$ cat config.mk
export PLATFORM = sky130hd
export DESIGN_NAME = svmr_front
export DESIGN_NICKNAME = d
export VERILOG_FILES = /design/src/rtl/svmr_pkg.sv /design/src/rtl/svmr_front.sv
export SDC_FILE = /design/constraint.sdc
export NUM_CORES = 1
export LEC_CHECK = 0
export BUFFER_PORTS_ARGS = -buffer_cell sky130_fd_sc_hd__clkbuf_2
export CAP_MARGIN = 5
export CORE_ASPECT_RATIO = 1.5
export CORE_MARGIN = 10
export CORE_UTILIZATION = 45
export CTS_CLUSTER_DIAMETER = 80
export DETAILED_ROUTE_END_ITERATION = 8
export PLACE_DENSITY = 0.79
export SYNTH_ARGS = -nofsm -noshare
export SYNTH_HDL_FRONTEND = slang
export SYNTH_SLANG_ARGS = --single-unit
$ cat constraint.sdc
create_clock -name clk -period 4.2 [get_ports clk]
set_input_delay 0.21 -clock clk [delete_from_list [all_inputs] [get_ports clk]]
set_output_delay 0.21 -clock clk [all_outputs]
set_load 0.01 [all_outputs]
$ cat src/rtl/svmr_pkg.sv
package svmr_pkg;

    localparam int MOD_WIDTH     = 32;
    localparam int VALUE_WIDTH   = 64;
    localparam int RESIDUE_WIDTH = 32;

    localparam logic [MOD_WIDTH-1:0] MODULUS_RESET = MOD_WIDTH'(2);

    localparam int QUEUE_DEPTH = 2;
    localparam int QUEUE_AW    = $clog2(QUEUE_DEPTH);

    // front register, queue, one stage per value bit, sign fix, accumulate
    localparam int LATENCY = VALUE_WIDTH + 4;

    typedef enum logic
    {
        REQ_SET = 1'b0,
        REQ_ACC = 1'b1
    } req_t;

    typedef struct packed
    {
        req_t                   mode;
        logic                   neg;
        logic                   qzero;
        logic [VALUE_WIDTH-1:0] mag;
        logic [MOD_WIDTH-1:0]   prior;
    } item_t;

    typedef struct packed
    {
        item_t                item;
        logic [MOD_WIDTH-1:0] rem;
    } stage_t;

endpackage

$ cat src/rtl/svmr_front.sv
module svmr_front
(
    input  logic                            clk,
    input  logic                            rst_n,
    input  logic                            start,
    input  logic                            req_type,
    input  logic [svmr_pkg::VALUE_WIDTH-1:0] signed_value,
    input  logic [svmr_pkg::MOD_WIDTH-1:0]   prior_residue,
    input  logic [svmr_pkg::MOD_WIDTH-1:0]   q,
    input  logic                            push_ready,
    output logic                            busy,
    output logic                            push_valid,
    output svmr_pkg::item_t                 push_item
);

    import svmr_pkg::*;

    logic  valid_reg;
    logic  valid_next;
    item_t item_reg;
    item_t item_next;
    logic  take;

    assign busy       = valid_reg && !push_ready;
    assign take       = start && !busy;
    assign push_valid = valid_reg;
    assign push_item  = item_reg;

    always_comb
    begin
        valid_next = take || (valid_reg && !push_ready);

        item_next.mode  = req_t'(req_type);
        item_next.neg   = signed_value[VALUE_WIDTH-1];
        item_next.qzero = (q == '0);
        item_next.prior = prior_residue;
        // most negative value maps to 2^(W-1), which fits as unsigned
        item_next.mag   = signed_value[VALUE_WIDTH-1] ? (~signed_value + 1'b1) : signed_value;
    end

    always_ff @(posedge clk or negedge rst_n)
    begin
        if (!rst_n)
        begin
            valid_reg <= 1'b0;
        end
        else
        begin
            valid_reg <= valid_next;
        end
    end

    always_ff @(posedge clk)
    begin
        if (take)
        begin
            item_reg <= item_next;
        end
    end

endmodule

==> impl_metrics.csv <==
group,metric,value,unit
power_and_ir_drop,p_comb_frac,0.141,
global_route,antenna_found_initial,0,
timing,fin_skew,0.00475,ns
worst_setup_path,crit_path_end_kind,"register",
floorplan,initial_utilization,0.464,
worst_setup_path,cp-start-kind,"primary input",
logic_synthesis,synth_cell_types,30,
timing,tns,0,ns
logic_synthesis,ys_seq_area_frac,0.659,
power_and_ir_drop,power.static_leakage,2.42,nW
logic_synthesis,synthTopCellsByArea,"edfxtp_1 (65%), xnor2_1 (12%), o31ai_1 (3.3%)",
power_and_ir_drop,powerDensity,374,nW/µm²
global_route,grt_pass1_wl,20100,µm
cells_and_area,syn2layout_area_growth,34.6,%
drt,first_pass_iters,4,
run,maxCapViolCount,0,
timing,drv_slew,0,
cells_and_area,finalInstanceArea,6130,µm²
timing,finalSetupViolCount,0,
placement,gp_congestion,0.875,
floorplan,fp.dieW,102,µm
worst_setup_path,critical_path_required,4.29,ns
floorplan,die_y,143,µm
logic_synthesis,synth_top_area_share,0.653,
worst_setup_path,slowest_delay,0.60,ns
timing,finalCritPeriodShare,0.584,
logic_synthesis,synth_nets,442,
floorplan,core,9800,µm²
worst_setup_path,critPathTopFamily,"simple AND/OR/NAND/NOR gates",
global_route,grt_max_degree,77,
worst_hold_path,min_from,"prior_residue[6]",
cells_and_area,diodes,0,
placement,dp_cells,649,
cells_and_area,drive_gt1_frac,0.490,
drt,via_count,3523,
cells_and_area,nFillCells,772,
worst_hold_path,hold_class,"primary input to register",
worst_setup_path,path_cells,"clkbuf_2 -> or4_1 -> nor3_2 -> nand4_1 -> o41ai_1 -> xnor2_1",
power_and_ir_drop,design_power_total,2.29,mW
timing,fmax,407,MHz
run_status,status,"completed",
power_and_ir_drop,swShare,0.244,
timing,worst_slack,1.75,ns
logic_synthesis,ys.flop_type,"edfxtp_1",
cells_and_area,num-nets-final,680,
drt,viasPerCell,5.29,
worst_setup_path,path_max_fanout,11,
cells_and_area,final_util,0.625,
timing,worst_slew_pin_slew,1.01,ns
clock_tree,clk_latency,0.34,ns
timing,holdWs,0.0361,ns
placement,dp_slack,1.32,ns
drt,drc,0,
power_and_ir_drop,p_int,1.73,mW
logic_synthesis,syn-cell-area,4550,µm²
timing,rsz0062_at_grt,"no",
clock_tree,htree_num_levels,3,
placement,place_area,5840,µm²
drt,drt_iter0_markers,118,
worst_setup_path,r2r-start,"push_valid",
global_route,grt_usage,0.179,
drt,wirelength,13700,µm
cells_and_area,multi_input_area,1500,µm²
logic_synthesis,synth_edf_count,99,
global_route,first_global_vias,3840,
power_and_ir_drop,power.share.clock,0.334,
clock_tree,path_clk_slew,0.07,ns
worst_setup_path,worst-path-buf-inv,1,
worst_setup_path,cp_slowest_cell,"o41ai_1",
cells_and_area,fin_cells,666,
power_and_ir_drop,pwr-share-seq,0.525,
floorplan,io_pins,234,
logic_synthesis,synthArstFlopShare,0.0100,
clock_tree,post_cts_resized,0,
drt,wire_per_inst,20.5,µm
global_route,grt_overflow_total,0,
worst_setup_path,path_class,"primary input to register",
logic_synthesis,ys_ff_latch,100,
floorplan,die_area,14600,µm²
timing,finalHoldViolations,0,
clock_tree,ctsLongestPathBuffers,2,
worst_setup_path,setup.worst_path.start,"signed_value[27]",
timing,timing.slew.headroom,0.327,
logic_synthesis,syn_area_per_cell,14.8,µm²
clock_tree,cts_buffers,9,
timing,fin_crit,2.45,ns
clock_tree,cts_tree,"yes",
drt,ant_nets,0,
placement,hpwl,11100,µm
worst_setup_path,cp.arrival,2.54,ns
floorplan,num_rows,44,
clock_tree,cts_root_buffer,"clkbuf_16",
placement,port_buffers,233,
logic_synthesis,yosysTopAreaCell,"edfxtp_1",
logic_synthesis,synth_cells,308,
cells_and_area,seq_area,3000,µm²
clock_tree,clock_sinks,100,
logic_synthesis,yosys_warnings,0,
power_and_ir_drop,p_sw,559,µW
power_and_ir_drop,irDropWorstVdd,0.196,mV
-- final cells by class --
class / count / share of cell area
Clock inverter: 6 / 0.00756
Inverter: 4 / 0.00245
Timing Repair Buffer: 236 / 0.194
Multi-Input combinational cell: 195 / 0.245
Sequential cell: 100 / 0.489
Clock buffer: 10 / 0.0374
Tap cell: 115 / 0.0235
-- logic make-up after synthesis --
kind of cell	count (synthesis)	synth area share
adder cells (fa/ha/maj)	1	0.00275
buffers and inverters	13	0.0113
flip-flops	100	0.659
AO/OA/AOI/OAI	55	0.100
AND/OR/NAND/NOR	78	0.109
XOR/XNOR	61	0.117
-- cells in the mapped netlist (2+ instances only) --
master,number
edfxtp_1,99
xnor2_1,61
nand2_1,12
o41ai_1,7
o31ai_2,2
nor4_1,8
or4_4,3
nor3_1,4
or3_1,8
or4b_1,2
nor2_1,8
clkbuf_1,6
o21ai_0,18
or4_1,10
nand3_1,5
o31ai_1,20
inv_1,4
buf_2,2
nand2b_1,3
nor3_2,4
nand4_1,6
o41ai_2,8
-- what timing repair did --
action | CTS | global route
hold buffers | 1 | 0
endpoints found under the setup margin | 0 | 0
buffers inserted | 0 | 0
hold endpoints to repair | 1 | 0
-- routing by layer --
layer | GRT usage | wire length, µm | vias up
met5 | 0 | 0 | -
met4 | 0.102 | 537 | 0
met3 | 0.0464 | 1000 | 38
met2 | 0.323 | 7360 | 132
met1 | 0.180 | 4770 | 1657
li1 | - | - | 1696
-- final timing paths --
path	endpoint	slack [ns]	cells after the start
worst max-delay path	push_item[71]	1.75	6
worst min-delay path	push_item[6]	0.04	1
worst max register to register	push_item[69]	2.04	3
worst min register to register	push_valid	0.61	2
max in group asynchronous	push_valid	3.93	2
min in group asynchronous	push_valid	0.18	2
-- state kept, by name, indices dropped and copies added (netlist names) --
signal and cells:
push_item 99, push_valid 1
-- power by group through the flow --
stage	sequential [mW]	combinational, mW	clock [mW]
finish	1.20	0.323	0.766
global route	1.21	0.351	0.827
CTS	1.20	0.328	0.787
detailed placement	1.22	0.326	0
global placement	1.22	0.314	0
floorplan	1.26	0.109	0
-- layout by cell type, fill, tap and decap left out, types with 2 or more instances in the layout --
master,count
or4_1,10
edfxtp_1,99
nor3_2,4
or4_4,3
inv_6,2
buf_4,2
o21ai_0,18
clkinvlp_4,2
o31ai_2,2
or3_1,8
nor2_1,8
clkbuf_16,9
o31ai_1,20
clkbuf_2,233
nor3_1,4
inv_1,4
xnor2_1,61
o41ai_1,7
nand2_1,12
nor4_1,8
nand3_1,5
nand4_1,6
nand2b_1,3
o41ai_2,8
or4b_1,2
Power figures use the tool's default switching activity.
