**src/rtl/svmr_pkg.sv**
```systemverilog
package svmr_pkg;

    localparam int MOD_WIDTH     = 32;
    localparam int VALUE_WIDTH   = 64;
    localparam int RESIDUE_WIDTH = 32;

    localparam logic [MOD_WIDTH-1:0] MODULUS_RESET = MOD_WIDTH'(2);

    localparam int QUEUE_DEPTH = 2;
    localparam int QUEUE_AW    = $clog2(QUEUE_DEPTH);

    // front register, queue, one stage per value bit, sign fix, accumulate
    localparam int LATENCY = VALUE_WIDTH + 4;

    typedef enum logic
    {
        REQ_SET = 1'b0,
        REQ_ACC = 1'b1
    } req_t;

    typedef struct packed
    {
        req_t                   mode;
        logic                   neg;
        logic                   qzero;
        logic [VALUE_WIDTH-1:0] mag;
        logic [MOD_WIDTH-1:0]   prior;
    } item_t;

    typedef struct packed
    {
        item_t                item;
        logic [MOD_WIDTH-1:0] rem;
    } stage_t;

endpackage

```
**src/rtl/svmr_queue.sv**
```systemverilog
module svmr_queue
(
    input  logic            clk,
    input  logic            rst_n,
    input  logic            push_valid,
    input  svmr_pkg::item_t push_item,
    output logic            push_ready,
    input  logic            pop,
    output logic            head_valid,
    output svmr_pkg::item_t head_item
);

    import svmr_pkg::*;

    item_t               mem [QUEUE_DEPTH];
    logic [QUEUE_AW-1:0] wr_ptr_reg;
    logic [QUEUE_AW-1:0] wr_ptr_next;
    logic [QUEUE_AW-1:0] rd_ptr_reg;
    logic [QUEUE_AW-1:0] rd_ptr_next;
    logic [QUEUE_AW:0]   count_reg;
    logic [QUEUE_AW:0]   count_next;
    logic                do_push;
    logic                do_pop;

    assign push_ready = (count_reg != (QUEUE_AW+1)'(QUEUE_DEPTH));
    assign head_valid = (count_reg != '0);
    assign head_item  = mem[rd_ptr_reg];
    assign do_push    = push_valid && push_ready;
    assign do_pop     = pop && head_valid;

    always_comb
    begin
        wr_ptr_next = wr_ptr_reg;
        rd_ptr_next = rd_ptr_reg;
        count_next  = count_reg;
        if (do_push)
        begin
            wr_ptr_next = (wr_ptr_reg == QUEUE_AW'(QUEUE_DEPTH-1)) ? '0 : wr_ptr_reg + 1'b1;
        end
        if (do_pop)
        begin
            rd_ptr_next = (rd_ptr_reg == QUEUE_AW'(QUEUE_DEPTH-1)) ? '0 : rd_ptr_reg + 1'b1;
        end
        if (do_push && !do_pop)
        begin
            count_next = count_reg + 1'b1;
        end
        else if (do_pop && !do_push)
        begin
            count_next = count_reg - 1'b1;
        end
    end

    always_ff @(posedge clk or negedge rst_n)
    begin
        if (!rst_n)
        begin
            wr_ptr_reg <= '0;
            rd_ptr_reg <= '0;
            count_reg  <= '0;
        end
        else
        begin
            wr_ptr_reg <= wr_ptr_next;
            rd_ptr_reg <= rd_ptr_next;
            count_reg  <= count_next;
        end
    end

    always_ff @(posedge clk)
    begin
        if (do_push)
        begin
            mem[wr_ptr_reg] <= push_item;
        end
    end

endmodule

```
**config.mk**
```make
export PLATFORM = sky130hd
export DESIGN_NAME = svmr_queue
export DESIGN_NICKNAME = d
export VERILOG_FILES = /design/src/rtl/svmr_pkg.sv /design/src/rtl/svmr_queue.sv
export SDC_FILE = /design/constraint.sdc
export NUM_CORES = 1
export LEC_CHECK = 0
export CORE_MARGIN = 3
export CORE_UTILIZATION = 30
export CTS_CLUSTER_DIAMETER = 200
export DETAILED_ROUTE_END_ITERATION = 6
export DONT_BUFFER_PORTS = 1
export GPL_ROUTABILITY_DRIVEN = 0
export GPL_TIMING_DRIVEN = 0
export PLACE_DENSITY = 0.56
export SLEW_MARGIN = 20
export SYNTH_ARGS = -nofsm -noshare
export SYNTH_HDL_FRONTEND = slang
export SYNTH_SLANG_ARGS = --single-unit
export TNS_END_PERCENT = 5
```
**constraint.sdc**
```tcl
create_clock -name clk -period 4.95 [get_ports clk]
set_clock_uncertainty 0.15 [all_clocks]
set_input_delay 0.495 -clock clk [delete_from_list [all_inputs] [get_ports clk]]
set_output_delay 0.495 -clock clk [all_outputs]
set_load 0.01 [all_outputs]
```
==> impl_metrics.py <==
metrics = {
    "die": {
        "coreArea_um2": 25400,
        "die-area_um2": 28100,
        "start_util_pct": 30.9,
        "pin_count": 204,
        "rows": 58,
        "die_x_um": 168,
        "die_y_um": 168,
    },
    "route": {
        "totalWireLength_mm": 14.6,
        "via_per_inst": 4.21,
        "drc": 0,
        "drt_iter0_markers": 176,
        "drtAntennaViolNets": 0,
        "first_pass_iters": 4,
        "wl_per_cell_um": 18.2,
        "vias": 3358,
    },
    "final_layout": {
        "fin_util_pct": 39.6,
        "nNetsFinal": 558,
        "largest_reg_flops": 198,
        "synthToLayoutAreaGrowth_pct": 28.2,
        "layout-drive-gt1-share_pct": 30.8,
        "diodes": 0,
    },
    "grt": {
        "grt_pass1_vias": 3684,
        "grt-ovfl-total": 0,
        "grt_pass1_wl_mm": 21.6,
        "grt_util_all_layers_pct": 9.76,
        "antenna_found_initial": 0,
        "grt_max_degree": 52,
    },
    "logic_synthesis": {
        "avgSynthCellArea_um2": 24.0,
        "synthTopCellsByCount": "198 x edfxtp_1, 99 x mux2_4, 10 x buf_12",
        "syn_inst": 326,
        "syn_area_um2": 7840,
        "synth_most_common_cell": "edfxtp_1",
        "yosysSeqAreaShare_pct": 77.1,
        "yosysWarnings": 0,
        "ys_seq_elements": 202,
        "synthArstFlopShare_pct": 1.98,
        "yosysTopAreaCellShare_pct": 75.9,
        "synth-edff-count": 198,
        "syn_nets": 430,
        "synth_flop_cell": "edfxtp_1",
        "yosys-top-cells-area": "edfxtp_1 76%, mux2_4 19%, buf_12 2.6%, dfrtp_1 1.3%, xnor2_1 0.34%",
        "yosysTopAreaCell": "edfxtp_1",
        "synthDistinctLibCells": 14,
    },
    "worst_hold_path": {
        "hold_depth": 2,
        "hold_class": "in -> reg",
    },
    "setup_path": {
        "cp.buffers_inverters": 2,
        "worst_setup_path_start_kind": "flop",
        "cp_max_fo": 27,
        "crit_slowest_cell": "nor2_4",
        "required_ns": 4.99,
        "crit_cells": 5,
        "path_cells": "nand2b_1, nand2_1, nor2_4, buf_12, buf_12",
        "critical_path.max_stage_delay_ns": 0.63,
        "worst_ep_arrival_time_ns": 2.50,
        "cpMostUsedCell": "buf_12",
        "cpLargestDelayFamily": "simple AND/OR/NAND/NOR gates",
        "end_kind": "flop",
        "crit_type": "reg -> reg",
        "rr_worst_depth": 5,
    },
    "sta": {
        "fin_crit_sh_pct": 49.7,
        "hold_viol": 0,
        "finalCriticalPeriod_ns": 2.46,
        "max_freq_mhz": 406,
        "finalMaxSlewViolations": 0,
        "tns_ns": 0,
        "rsz0062_at_grt": "false",
        "slew_headroom_pct": 48.1,
        "worstMarginPinSlew_ns": 0.777,
        "setup_ws_ns": 2.49,
        "finalSetupViolCount": 0,
    },
    "clock_tree": {
        "worstSkewPairLatency_ns": 0.49,
        "clkSinkCount": 202,
        "cts_buffer_depth": 3,
        "cts_tree": "built",
        "cts-root-buf": "clkbuf_16",
        "cts_buffers": 22,
        "clk_pin_slew_ns": 0.05,
        "cts_setup_buffers": 0,
        "htree_levels": 1,
    },
    "pwr": {
        "max-vdd-ir-drop_mv": 0.321,
        "p_leak_nw": 3.64,
        "finalPower_mw": 5.87,
        "power.density_nw_per_um2": 584,
    },
    "place": {
        "place_ws_ns": 2.50,
        "portBuffers": 0,
        "hpwl_mm": 9.67,
    },
    "run_status": {
        "status": "finished, final reports clean",
    },
    "run": {
        "cap_viol_max_count": 0,
    },
}
[cell usage in the layout (no fill, tap or decap)]
cell and n:
xor2_1 2, clkbuf_1 10, clkinv_2 1, clkinvlp_4 1
ha_1 1, and3_4 1, buf_16 1, buf_12 13
nand2b_1 1, nand2_1 2, xnor2_1 3, clkbuf_16 23
dfrtp_1 4, buf_6 1, or2_1 1, clkbuf_8 1
edfxtp_1 198, bufinv_16 2, nor2_1 1, nor2_4 1
inv_1 1, mux2_4 99, dlygate4sd3_1 100
[through the flow]
stage | std cells | cell area, µm² | hold slack, ns
final | 798 | 10100 | 0.0627
after global routing | 798 | 10100 | 0.0459
after CTS | 798 | 10100 | 0.0261
after detailed placement | 660 | 8350 | 0.0497
after global placement | 656 | 8250 | 0.0497
after floorplan | 326 | 7840 | 0.0494
[cell families after synthesis]
logic type | share of synthesized area, %
buf+inv | 2.75
simple gates | 0.431
mux | 19.0
flops | 77.1
fa+ha+maj | 0.160
xor+xnor | 0.559
[area by class of cell]
cell class                      instances  area (µm²)
Multi-Input combinational cell        112        1590
Buffer                                 11         211
Clock inverter                          4        72.6
Tap cell                              330         413
Sequential cell                       202        6050
Fill cell                            2263       15300
Timing Repair Buffer                  104        1090
Inverter                                1        3.75
Clock buffer                           34         627
[metal layers]
layer  global-route usage [%]  part of all wire (%)
met4                     3.31                   3.2
met1                     11.2                    39
met5                        0                     0
met3                     3.90                   9.1
met2                     16.7                    49
[power by group]
group | switching (mW) | total (mW) | leakage [nW] | internal [mW]
clock network | 0.603 | 1.57 | 0.335 | 0.970
registers | 0.0952 | 2.43 | 1.89 | 2.34
logic | 0.944 | 1.86 | 1.42 | 0.915
[final timing paths]
kind | to | slack, ns | start
max | mem[0][2]$_DFFE_PP_ | 2.49 | count_reg[0]$_DFFE_PN0P_
min | rd_ptr_reg$_DFFE_PN0P_ | 0.06 | pop
max reg2reg | mem[0][2]$_DFFE_PP_ | 2.49 | count_reg[0]$_DFFE_PN0P_
min reg2reg | count_reg[1]$_DFFE_PN0P_ | 0.37 | count_reg[1]$_DFFE_PN0P_
max in group asynchronous | count_reg[1]$_DFFE_PN0P_ | 4.35 | rst_n
min in group asynchronous | rd_ptr_reg$_DFFE_PN0P_ | 0.13 | rst_n
[repair_timing]
action,in CTS,in global routing
endpoints found under the setup margin,0,0
resized for setup,0,0
hold buffers,100,0
hold endpoints to repair,202,0
[worst register-to-register path, cell delays in order (launching register included)]
cell      delay [ns]
dfrtp_1         0.41
nand2b_1        0.26
nand2_1         0.18
nor2_4          0.63
buf_12          0.28
buf_12          0.24
Power figures use the tool's default switching activity.
